**src/hw/rtl/mfs_pkg.sv**
```systemverilog
// Shared codes for the multilevel feedback queue scheduler.
// No dependencies; used by the top level and its checker.
package mfs_pkg;

  // transaction opcodes
  localparam logic [1:0] OP_SUBMIT   = 2'd0;
  localparam logic [1:0] OP_DISPATCH = 2'd1;
  localparam logic [1:0] OP_REPORT   = 2'd2;

  // result status codes
  localparam logic [3:0] ST_DISPATCHED = 4'd0;
  localparam logic [3:0] ST_REQUEUED   = 4'd1;
  localparam logic [3:0] ST_RETIRED    = 4'd2;
  localparam logic [3:0] ST_ACCEPTED   = 4'd3;
  localparam logic [3:0] ST_HELD       = 4'd4;
  localparam logic [3:0] ST_BAD_LEVEL  = 4'd5;
  localparam logic [3:0] ST_FULL       = 4'd6;
  localparam logic [3:0] ST_EMPTY      = 4'd7;
  localparam logic [3:0] ST_BAD_SEQ    = 4'd8;

endpackage

```
**src/hw/rtl/multilevel_feedback_scheduler.sv**
```systemverilog
// Multilevel feedback queue scheduler: level rings and waiting FIFO in sync memories.
// Depends on mfs_pkg.
// Submit is latched and answered from the decode state; dispatch pops one process per result,
// skipping empty levels; report answers each slot, then moves waiting entries into their levels.
// One transaction in flight at a time; the output register frees the input side.
// Synchronous reset clears counts, heads, round state and cpu_count (to 1); memories hold junk.
module multilevel_feedback_scheduler #(
  parameter int LEVEL_DEPTH = 16,
  parameter int WAIT_DEPTH  = 16,
  parameter int MAX_CPUS    = 8,
  parameter int LEVELS      = 4
) (
  input  logic        clk,
  input  logic        rst,
  input  logic        cfg_write_en,
  input  logic [3:0]  cfg_write_data,
  input  logic        in_valid,
  output logic        in_stall,
  input  logic [1:0]  op,
  input  logic [15:0] proc_id,
  input  logic [3:0]  priority_req,
  input  logic [7:0]  done_mask,
  output logic        out_valid,
  input  logic        out_stall,
  output logic [3:0]  status,
  output logic [15:0] proc_id_res,
  output logic [2:0]  level,
  output logic [2:0]  slot,
  output logic        last
);

  localparam int LVL_W  = (LEVELS > 1) ? $clog2(LEVELS) : 1;
  localparam int PTR_W  = $clog2(LEVEL_DEPTH);
  localparam int CNT_W  = $clog2(LEVEL_DEPTH + 1);
  localparam int ADDR_W = $clog2(LEVELS * LEVEL_DEPTH);
  localparam int WPTR_W = $clog2(WAIT_DEPTH);
  localparam int WCNT_W = $clog2(WAIT_DEPTH + 1);
  localparam int SIDX_W = (MAX_CPUS > 1) ? $clog2(MAX_CPUS) : 1;
  localparam int SCNT_W = $clog2(MAX_CPUS + 1);
  localparam int SUM_W  = $clog2(LEVELS * LEVEL_DEPTH + 1);

  localparam logic [2:0] S_IDLE   = 3'd0;
  localparam logic [2:0] S_DECODE = 3'd1;
  localparam logic [2:0] S_DSEL   = 3'd2;
  localparam logic [2:0] S_DPOP   = 3'd3;
  localparam logic [2:0] S_RSLOT  = 3'd4;
  localparam logic [2:0] S_WREAD  = 3'd5;
  localparam logic [2:0] S_WPUT   = 3'd6;

  // control state
  logic [2:0]        state;
  logic [3:0]        cpu_count;
  logic              round_open;
  logic [PTR_W-1:0]  level_head  [LEVELS];
  logic [CNT_W-1:0]  level_count [LEVELS];
  logic [WCNT_W-1:0] wait_count;
  logic [SCNT_W-1:0] slot_count;
  logic [SCNT_W-1:0] disp_total;
  logic [LVL_W-1:0]  lvl_idx;
  logic [SCNT_W-1:0] sidx;
  logic [WCNT_W-1:0] rd_ptr;
  logic [WCNT_W-1:0] wr_ptr;

  // latched transaction
  logic [1:0]  op_r;
  logic [15:0] pid_r;
  logic [3:0]  prio_r;
  logic [7:0]  done_r;

  // slot store, read at one counter-selected place
  logic [15:0]      slot_pid [MAX_CPUS];
  logic [LVL_W-1:0] slot_lvl [MAX_CPUS];

  // level ring memory
  logic [15:0]       lmem [LEVELS * LEVEL_DEPTH];
  logic              lm_we, lm_re;
  logic [ADDR_W-1:0] lm_waddr, lm_raddr;
  logic [15:0]       lm_wdata, lm_rdata;

  // waiting FIFO memory, entry {level index, id}
  logic [LVL_W+15:0]  wmem [WAIT_DEPTH];
  logic               wm_we, wm_re;
  logic [WPTR_W-1:0]  wm_waddr, wm_raddr;
  logic [LVL_W+15:0]  wm_wdata, wm_rdata;

  function automatic logic [ADDR_W-1:0] laddr(input logic [LVL_W-1:0] li,
                                              input logic [PTR_W-1:0] p);
    laddr = ADDR_W'(int'(li) * LEVEL_DEPTH + int'(p));
  endfunction

  function automatic logic [PTR_W-1:0] ptr_dec(input logic [PTR_W-1:0] p);
    ptr_dec = (p == '0) ? PTR_W'(LEVEL_DEPTH - 1) : p - 1'b1;
  endfunction

  function automatic logic [PTR_W-1:0] ptr_inc(input logic [PTR_W-1:0] p);
    ptr_inc = (int'(p) == LEVEL_DEPTH - 1) ? '0 : p + 1'b1;
  endfunction

  function automatic logic [PTR_W-1:0] ptr_tail(input logic [PTR_W-1:0] h,
                                                input logic [CNT_W-1:0] c);
    logic [PTR_W+1:0] s;
    s = (PTR_W+2)'(h) + (PTR_W+2)'(c);
    ptr_tail = (int'(s) >= LEVEL_DEPTH) ? PTR_W'(s - (PTR_W+2)'(LEVEL_DEPTH)) : PTR_W'(s);
  endfunction

  // derived decode terms
  logic              emit_ok;
  logic              lvl_ok;
  logic [LVL_W-1:0]  sub_li;
  logic [SUM_W-1:0]  avail;
  logic [SCNT_W-1:0] want;
  logic [SCNT_W-1:0] total_c;
  logic [SIDX_W-1:0] si;
  logic [LVL_W-1:0]  rq_li;
  logic [LVL_W-1:0]  wt_li;
  logic              disp_last;
  logic              rep_last;
  logic              slot_done;

  assign emit_ok   = !out_valid || !out_stall;
  assign lvl_ok    = (prio_r != 4'd0) && (int'(prio_r) <= LEVELS);
  assign sub_li    = LVL_W'(prio_r - 4'd1);
  assign si        = SIDX_W'(sidx);
  assign rq_li     = (int'(slot_lvl[si]) == LEVELS - 1) ? slot_lvl[si] : slot_lvl[si] + 1'b1;
  assign wt_li     = wm_rdata[LVL_W+15:16];
  assign disp_last = (slot_count + 1'b1) == disp_total;
  assign rep_last  = (sidx + 1'b1) == slot_count;
  assign slot_done = done_r[3'(sidx)];

  // occupancy sum and dispatch width
  always_comb begin
    avail = '0;
    for (int i = 0; i < LEVELS; i++) begin
      avail = avail + SUM_W'(level_count[i]);
    end
    if (cpu_count == 4'd0) begin
      want = SCNT_W'(1);
    end else if (int'(cpu_count) > MAX_CPUS) begin
      want = SCNT_W'(MAX_CPUS);
    end else begin
      want = SCNT_W'(cpu_count);
    end
    total_c = (int'(avail) < int'(want)) ? SCNT_W'(avail) : want;
  end

  // result generation
  logic        emit;
  logic [3:0]  e_status;
  logic [15:0] e_pid;
  logic [2:0]  e_lvl;
  logic [2:0]  e_slot;
  logic        e_last;

  always_comb begin
    emit     = 1'b0;
    e_status = mfs_pkg::ST_BAD_SEQ;
    e_pid    = '0;
    e_lvl    = '0;
    e_slot   = '0;
    e_last   = 1'b1;
    case (state)
      S_DECODE: begin
        if (op_r == mfs_pkg::OP_SUBMIT) begin
          emit  = 1'b1;
          e_pid = pid_r;
          if (!lvl_ok) begin
            e_status = mfs_pkg::ST_BAD_LEVEL;
          end else if (round_open) begin
            if (int'(wait_count) >= WAIT_DEPTH) begin
              e_status = mfs_pkg::ST_FULL;
            end else begin
              e_status = mfs_pkg::ST_HELD;
              e_lvl    = 3'(prio_r);
            end
          end else if (int'(level_count[sub_li]) >= LEVEL_DEPTH) begin
            e_status = mfs_pkg::ST_FULL;
          end else begin
            e_status = mfs_pkg::ST_ACCEPTED;
            e_lvl    = 3'(prio_r);
          end
        end else if (op_r == mfs_pkg::OP_DISPATCH && !round_open) begin
          if (total_c == '0) begin
            emit     = 1'b1;
            e_status = mfs_pkg::ST_EMPTY;
          end
        end else if (!(op_r == mfs_pkg::OP_REPORT && round_open)) begin
          emit = 1'b1;
        end
      end
      S_DPOP: begin
        emit     = 1'b1;
        e_status = mfs_pkg::ST_DISPATCHED;
        e_pid    = lm_rdata;
        e_lvl    = 3'(lvl_idx) + 3'd1;
        e_slot   = 3'(slot_count);
        e_last   = disp_last;
      end
      S_RSLOT: begin
        emit   = 1'b1;
        e_pid  = slot_pid[si];
        e_slot = 3'(sidx);
        e_last = rep_last;
        if (slot_done) begin
          e_status = mfs_pkg::ST_RETIRED;
        end else if (int'(level_count[rq_li]) >= LEVEL_DEPTH) begin
          e_status = mfs_pkg::ST_FULL;
        end else begin
          e_status = mfs_pkg::ST_REQUEUED;
          e_lvl    = 3'(rq_li) + 3'd1;
        end
      end
      default: begin
        emit = 1'b0;
      end
    endcase
  end

  // memory port selection
  always_comb begin
    lm_we    = 1'b0;
    lm_waddr = '0;
    lm_wdata = pid_r;
    lm_re    = 1'b0;
    lm_raddr = laddr(lvl_idx, level_head[lvl_idx]);
    wm_we    = 1'b0;
    wm_waddr = WPTR_W'(wait_count);
    wm_wdata = {sub_li, pid_r};
    wm_re    = 1'b0;
    wm_raddr = WPTR_W'(rd_ptr);
    case (state)
      S_DECODE: begin
        if (emit_ok && e_status == mfs_pkg::ST_ACCEPTED) begin
          lm_we    = 1'b1;
          lm_waddr = laddr(sub_li, ptr_dec(level_head[sub_li]));
        end
        if (emit_ok && e_status == mfs_pkg::ST_HELD) begin
          wm_we = 1'b1;
        end
      end
      S_DSEL: begin
        lm_re = (level_count[lvl_idx] != '0);
      end
      S_RSLOT: begin
        if (emit_ok && e_status == mfs_pkg::ST_REQUEUED) begin
          lm_we    = 1'b1;
          lm_waddr = laddr(rq_li, ptr_tail(level_head[rq_li], level_count[rq_li]));
          lm_wdata = slot_pid[si];
        end
      end
      S_WREAD: begin
        wm_re = (rd_ptr != wait_count);
      end
      S_WPUT: begin
        if (int'(level_count[wt_li]) >= LEVEL_DEPTH) begin
          wm_we    = 1'b1;
          wm_waddr = WPTR_W'(wr_ptr);
          wm_wdata = wm_rdata;
        end else begin
          lm_we    = 1'b1;
          lm_waddr = laddr(wt_li, ptr_dec(level_head[wt_li]));
          lm_wdata = wm_rdata[15:0];
        end
      end
      default: begin
        lm_we = 1'b0;
      end
    endcase
  end

  // level ring memory
  always_ff @(posedge clk) begin
    if (lm_we) begin
      lmem[lm_waddr] <= lm_wdata;
    end
    if (lm_re) begin
      lm_rdata <= lmem[lm_raddr];
    end
  end

  // waiting FIFO memory
  always_ff @(posedge clk) begin
    if (wm_we) begin
      wmem[wm_waddr] <= wm_wdata;
    end
    if (wm_re) begin
      wm_rdata <= wmem[wm_raddr];
    end
  end

  assign in_stall = (state != S_IDLE);

  // configuration register
  always_ff @(posedge clk) begin
    if (rst) begin
      cpu_count <= 4'd1;
    end else if (cfg_write_en) begin
      cpu_count <= cfg_write_data;
    end
  end

  // output register
  always_ff @(posedge clk) begin
    if (rst) begin
      out_valid <= 1'b0;
    end else if (emit && emit_ok) begin
      out_valid <= 1'b1;
    end else if (!out_stall) begin
      out_valid <= 1'b0;
    end
    if (emit && emit_ok) begin
      status      <= e_status;
      proc_id_res <= e_pid;
      level       <= e_lvl;
      slot        <= e_slot;
      last        <= e_last;
    end
  end

  // transaction latch and slot store
  always_ff @(posedge clk) begin
    if (state == S_IDLE && in_valid) begin
      op_r   <= op;
      pid_r  <= proc_id;
      prio_r <= priority_req;
      done_r <= done_mask;
    end
    if (state == S_DPOP && emit_ok) begin
      slot_pid[SIDX_W'(slot_count)] <= lm_rdata;
      slot_lvl[SIDX_W'(slot_count)] <= lvl_idx;
    end
  end

  // sequencer
  always_ff @(posedge clk) begin
    if (rst) begin
      state      <= S_IDLE;
      round_open <= 1'b0;
      wait_count <= '0;
      slot_count <= '0;
      disp_total <= '0;
      lvl_idx    <= '0;
      sidx       <= '0;
      rd_ptr     <= '0;
      wr_ptr     <= '0;
      for (int i = 0; i < LEVELS; i++) begin
        level_head[i]  <= '0;
        level_count[i] <= '0;
      end
    end else begin
      case (state)
        S_IDLE: begin
          if (in_valid) begin
            state <= S_DECODE;
          end
        end
        S_DECODE: begin
          if (op_r == mfs_pkg::OP_SUBMIT) begin
            if (emit_ok) begin
              if (e_status == mfs_pkg::ST_ACCEPTED) begin
                level_head[sub_li]  <= ptr_dec(level_head[sub_li]);
                level_count[sub_li] <= level_count[sub_li] + 1'b1;
              end
              if (e_status == mfs_pkg::ST_HELD) begin
                wait_count <= wait_count + 1'b1;
              end
              state <= S_IDLE;
            end
          end else if (op_r == mfs_pkg::OP_DISPATCH && !round_open) begin
            if (total_c == '0) begin
              if (emit_ok) begin
                state <= S_IDLE;
              end
            end else begin
              slot_count <= '0;
              disp_total <= total_c;
              lvl_idx    <= '0;
              state      <= S_DSEL;
            end
          end else if (op_r == mfs_pkg::OP_REPORT && round_open) begin
            sidx  <= '0;
            state <= S_RSLOT;
          end else if (emit_ok) begin
            state <= S_IDLE;
          end
        end
        S_DSEL: begin
          if (level_count[lvl_idx] == '0) begin
            lvl_idx <= lvl_idx + 1'b1;
          end else begin
            state <= S_DPOP;
          end
        end
        S_DPOP: begin
          if (emit_ok) begin
            level_head[lvl_idx]  <= ptr_inc(level_head[lvl_idx]);
            level_count[lvl_idx] <= level_count[lvl_idx] - 1'b1;
            slot_count           <= slot_count + 1'b1;
            if (disp_last) begin
              round_open <= 1'b1;
              state      <= S_IDLE;
            end else begin
              state <= S_DSEL;
            end
          end
        end
        S_RSLOT: begin
          if (emit_ok) begin
            if (e_status == mfs_pkg::ST_REQUEUED) begin
              level_count[rq_li] <= level_count[rq_li] + 1'b1;
            end
            sidx <= sidx + 1'b1;
            if (rep_last) begin
              rd_ptr <= '0;
              wr_ptr <= '0;
              state  <= S_WREAD;
            end
          end
        end
        S_WREAD: begin
          if (rd_ptr == wait_count) begin
            wait_count <= wr_ptr;
            slot_count <= '0;
            round_open <= 1'b0;
            state      <= S_IDLE;
          end else begin
            state <= S_WPUT;
          end
        end
        S_WPUT: begin
          if (int'(level_count[wt_li]) >= LEVEL_DEPTH) begin
            wr_ptr <= wr_ptr + 1'b1;
          end else begin
            level_head[wt_li]  <= ptr_dec(level_head[wt_li]);
            level_count[wt_li] <= level_count[wt_li] + 1'b1;
          end
          rd_ptr <= rd_ptr + 1'b1;
          state  <= S_WREAD;
        end
        default: begin
          state <= S_IDLE;
        end
      endcase
    end
  end

endmodule

```
**config.mk**
```make
export PLATFORM = sky130hd
export DESIGN_NAME = multilevel_feedback_scheduler
export DESIGN_NICKNAME = d
export VERILOG_FILES = /design/src/hw/rtl/mfs_pkg.sv /design/src/hw/rtl/multilevel_feedback_scheduler.sv
export SDC_FILE = /design/constraint.sdc
export NUM_CORES = 2
export LEC_CHECK = 0
export ABC_AREA = 0
export BUFFER_PORTS_ARGS = -buffer_cell sky130_fd_sc_hd__buf_4
export CORE_MARGIN = 2
export CORE_UTILIZATION = 45
export CTS_BUF_LIST = sky130_fd_sc_hd__clkbuf_4 sky130_fd_sc_hd__clkbuf_8
export CTS_CLUSTER_DIAMETER = 120
export DETAILED_ROUTE_END_ITERATION = 10
export PLACE_DENSITY_LB_ADDON = 0.2
export SLEW_MARGIN = 20
export SYNTH_ARGS = -nofsm -noshare
export SYNTH_HDL_FRONTEND = slang
export SYNTH_SLANG_ARGS = --single-unit
```
**constraint.sdc**
```tcl
create_clock -name clk -period 8.95 [get_ports clk]
set_input_delay 1.79 -clock clk [delete_from_list [all_inputs] [get_ports clk]]
set_output_delay 1.79 -clock clk [all_outputs]
set_load 0.02 [all_outputs]
```
==> impl_metrics.toml <==
[cells_and_area]
final_net_count = 3764
area_growth_pct = 13.5
drive_above_1_share = 0.307
instances_no_fill = 5788

[sta]
slew_violations = 0
fin_tns_setup_ns = 0
fin_crit_sh = 0.724
fmax_mhz = 154
hold_viol = 0
timing.hold.ws_ns = 0.513
layout_min_cycle_time_ns = 6.48
relSlewSlack = 0.242
fin_skew_ns = 0.101
rsz0062_at_grt = "no"
setup_viol = 0
worstMarginPinSlew_ns = 1.13

[grt]
grt.total_usage = 0.220
grt_pass1_wl_mm = 236
antenna_found_initial = 3
grt_max_degree = 106
grt_pass1_vias = 33900
overflow = 0

[critical_path]
cp.depth = 17
cp_slowest_cell = "nor3_2"
reg2reg_depth = 17
cpMostUsedCell = "fa_1"
worstPathCellList = "inv_1 -> fa_1 -> fa_1 -> inv_1 -> ha_1 -> fa_1 -> ha_1 -> a211oi_1 -> nand3_1 -> a211o_1 -> o21bai_1 -> buf_4 -> a31oi_1 -> o21ai_0 -> nand3_1 -> nor3_2 -> buf_4"
required_ns = 9.61
reg2reg_slack_ns = 2.47
cpLargestDelayFamily = "adder cells"
crit_fanout = 16
cpPeakStageDelay_ns = 0.84
end_kind = "flip-flop"
arrival_ns = 7.14
start_kind = "flip-flop"
crit_buf_inv = 4
critPathKind = "reg -> reg"

[clock_network]
hold_buffers = 0
postCtsSetupRepairBufs = 0
cts_buffers = 281
htreeDepth = 5
cts_tree = "built"
clock_latency_ns = 0.98
cts_buffer_depth = 4
root_buffer = "clkbuf_8"
cts.clk_slew.worst_paths_ns = 0.06
cts.sinks = 1626
cts_resized = 0

[floorplan]
initial_utilization = 0.452
dieArea_um2 = 149000
coreArea_um2 = 145000
rows = 140
ioPinCount = 68
chipWidth_um = 386
fp.dieH_um = 386

[yosys]
synth_edf_count = 1583
netlist_area_um2 = 65700
syn_area_per_cell_um2 = 19.4
ys.flop_type = "edfxtp_1"
yosysUniqueCellTypes = 77
yosys_register_bits = 1626
ys_seq_area_frac = 0.736
synth_cells = 3384
syn_nets = 3463
synthArstFlopShare = 0
yosys_warnings = 0

[route]
ant_nets = 0
routed_wirelength_mm = 164
drc_errors = 0
drt_iter0_drc = 3376
routedWlPerCell_um = 28.3
dr.pass1.iters = 7
via_count = 33800
vias_per_cell = 5.84

[power_and_ir_drop]
ir_worst_vdd_mv = 0.147
power_density_nw_per_um2 = 209
power_leakage_nw = 23.6

[worst_hold_path]
whs_path_depth = 2
min_path_type = "reg -> reg"

[place]
dp_hpwl_mm = 96.1
dp_cells = 5318
place.gp.congestion = 0.852
io_buffer_count = 67

[flow_run]
maxCapViolations = 0

[status]
status = "finished clean"
==> power breakdown <==
part | internal [mW] | switching [mW] | leakage, nW
Clock | 3.49 | 2.88 | 2.72
Sequential | 8.43 | 0.0376 | 14.7
Combinational | 0.232 | 0.492 | 6.23
==> registers in the layout, summed over array words and instances (netlist names), 4 cells and up, named ones only <==
| name | count |
|---|---|
| proc_id_res | 16 |
| lmem | 1024 |
| wr_ptr | 5 |
| wm_rdata | 18 |
| sidx | 4 |
| slot_pid | 128 |
| slot_count | 4 |
| level_count | 20 |
| lm_rdata | 16 |
| wait_count | 5 |
| pid_r | 16 |
| status | 4 |
| done_r | 8 |
| prio_r | 4 |
| slot_lvl | 16 |
| disp_total | 4 |
| wmem | 288 |
| level_head | 16 |
| cpu_count | 4 |
| rd_ptr | 5 |
==> cells in the mapped netlist, drive strengths merged, types with 8 or more instances <==
master | instances | area share
a211oi | 44 | 0.0050
a21o | 9 | 0.0010
a21oi | 69 | 0.0053
a221o | 17 | 0.0026
a22oi | 35 | 0.0040
a31oi | 48 | 0.0046
and2 | 46 | 0.0044
buf | 72 | 0.0055
clkbuf | 122 | 0.0070
dfxtp | 43 | 0.013
edfxtp | 1583 | 0.72
fa | 11 | 0.0034
ha | 29 | 0.0055
inv | 59 | 0.0034
mux2 | 36 | 0.0062
mux2i | 69 | 0.011
mux4 | 409 | 0.14
nand2 | 163 | 0.0093
nand2b | 21 | 0.0020
nand3 | 24 | 0.0018
nor2 | 167 | 0.0095
nor2b | 14 | 0.0013
nor3 | 83 | 0.0067
o21ai | 42 | 0.0032
o221ai | 16 | 0.0021
or3 | 8 | 0.00076
xnor2 | 20 | 0.0027
xor2 | 17 | 0.0023
==> layout make-up <==
| class | count | area (µm²) |
|---|---|---|
| Fill cell | 11800 | 70800 |
| Sequential cell | 1626 | 48400 |
| Inverter | 60 | 225 |
| Tap cell | 1917 | 2400 |
| Clock inverter | 98 | 583 |
| Antenna cell | 2 | 5.00 |
| Multi-Input combinational cell | 1504 | 16700 |
| Timing Repair Buffer | 212 | 1640 |
| Clock buffer | 369 | 4600 |
==> worst reg2reg max path, delay by kind of cell (launching register included) <==
| kind | cells | cell delay, ns |
|---|---|---|
| adders and majority gates | 5 | 2.06 |
| AOI/OAI and AO/OA | 5 | 1.29 |
| and+or+nand+nor | 3 | 1.82 |
| buffers and inverters | 4 | 0.64 |
| DFF | 1 | 0.41 |
==> placed cells by master (no fill, tap or decap), types with 9 or more instances in the layout <==
master    count
edfxtp_1   1583
mux4_2      405
clkbuf_8    292
buf_4       208
nand2_1     163
nor2_1      143
clkbuf_4     77
a21oi_1      69
mux2i_1      68
clkinv_1     67
nor3_2       65
inv_1        58
a31oi_1      48
and2_1       45
a211oi_1     44
o21ai_0      42
dfxtp_1      39
a22oi_1      35
mux2_2       35
ha_1         29
nand3_1      24
nor2_2       21
nand2b_1     21
xnor2_1      20
xor2_1       17
nor3_1       17
clkinv_2     17
a221o_2      16
o221ai_1     16
nor2b_1      12
fa_1         11
a21o_1        9
==> worst paths after layout <==
check	start	to
hold reg to reg	sidx[3]	sidx[3]
hold / removal	sidx[3]	sidx[3]
setup reg to reg	level_count[3][1]	lmem[35][14]
setup / recovery	level_count[3][1]	lmem[35][14]
==> cells by family (layout without fill, tap and decap cells) <==
family | count (synthesis) | in the layout | synth area share
xor gates and xnor gates | 37 | 37 | 0.00493
AOI/OAI and AO/OA | 340 | 340 | 0.0360
other | 0 | 2 | 0
and+or+nand+nor | 573 | 573 | 0.0409
buffers and inverters | 254 | 739 | 0.0159
muxes | 514 | 514 | 0.157
adders and majority gates | 40 | 40 | 0.00887
DFF | 1626 | 1626 | 0.736
==> through the flow <==
stage,power (mW),cell area (µm²),worst slack [ns],utilization
finish,15.6,74600,2.47,0.513
global route,16.1,74600,2.20,0.513
CTS,15.7,74500,2.60,0.513
detailed placement,9.35,69400,2.58,0.477
global placement,9.34,69400,2.57,0.477
floorplan,9.04,65700,2.87,-
==> layer usage <==
metal	track usage	up-vias	wire length, µm
met1	0.304	17800	68600
met2	0.357	1217	80200
met5	0	-	0
met4	0.0704	0	4510
met3	0.0394	289	10500
li1	-	14500	-
(Power assumes the default switching activity.)
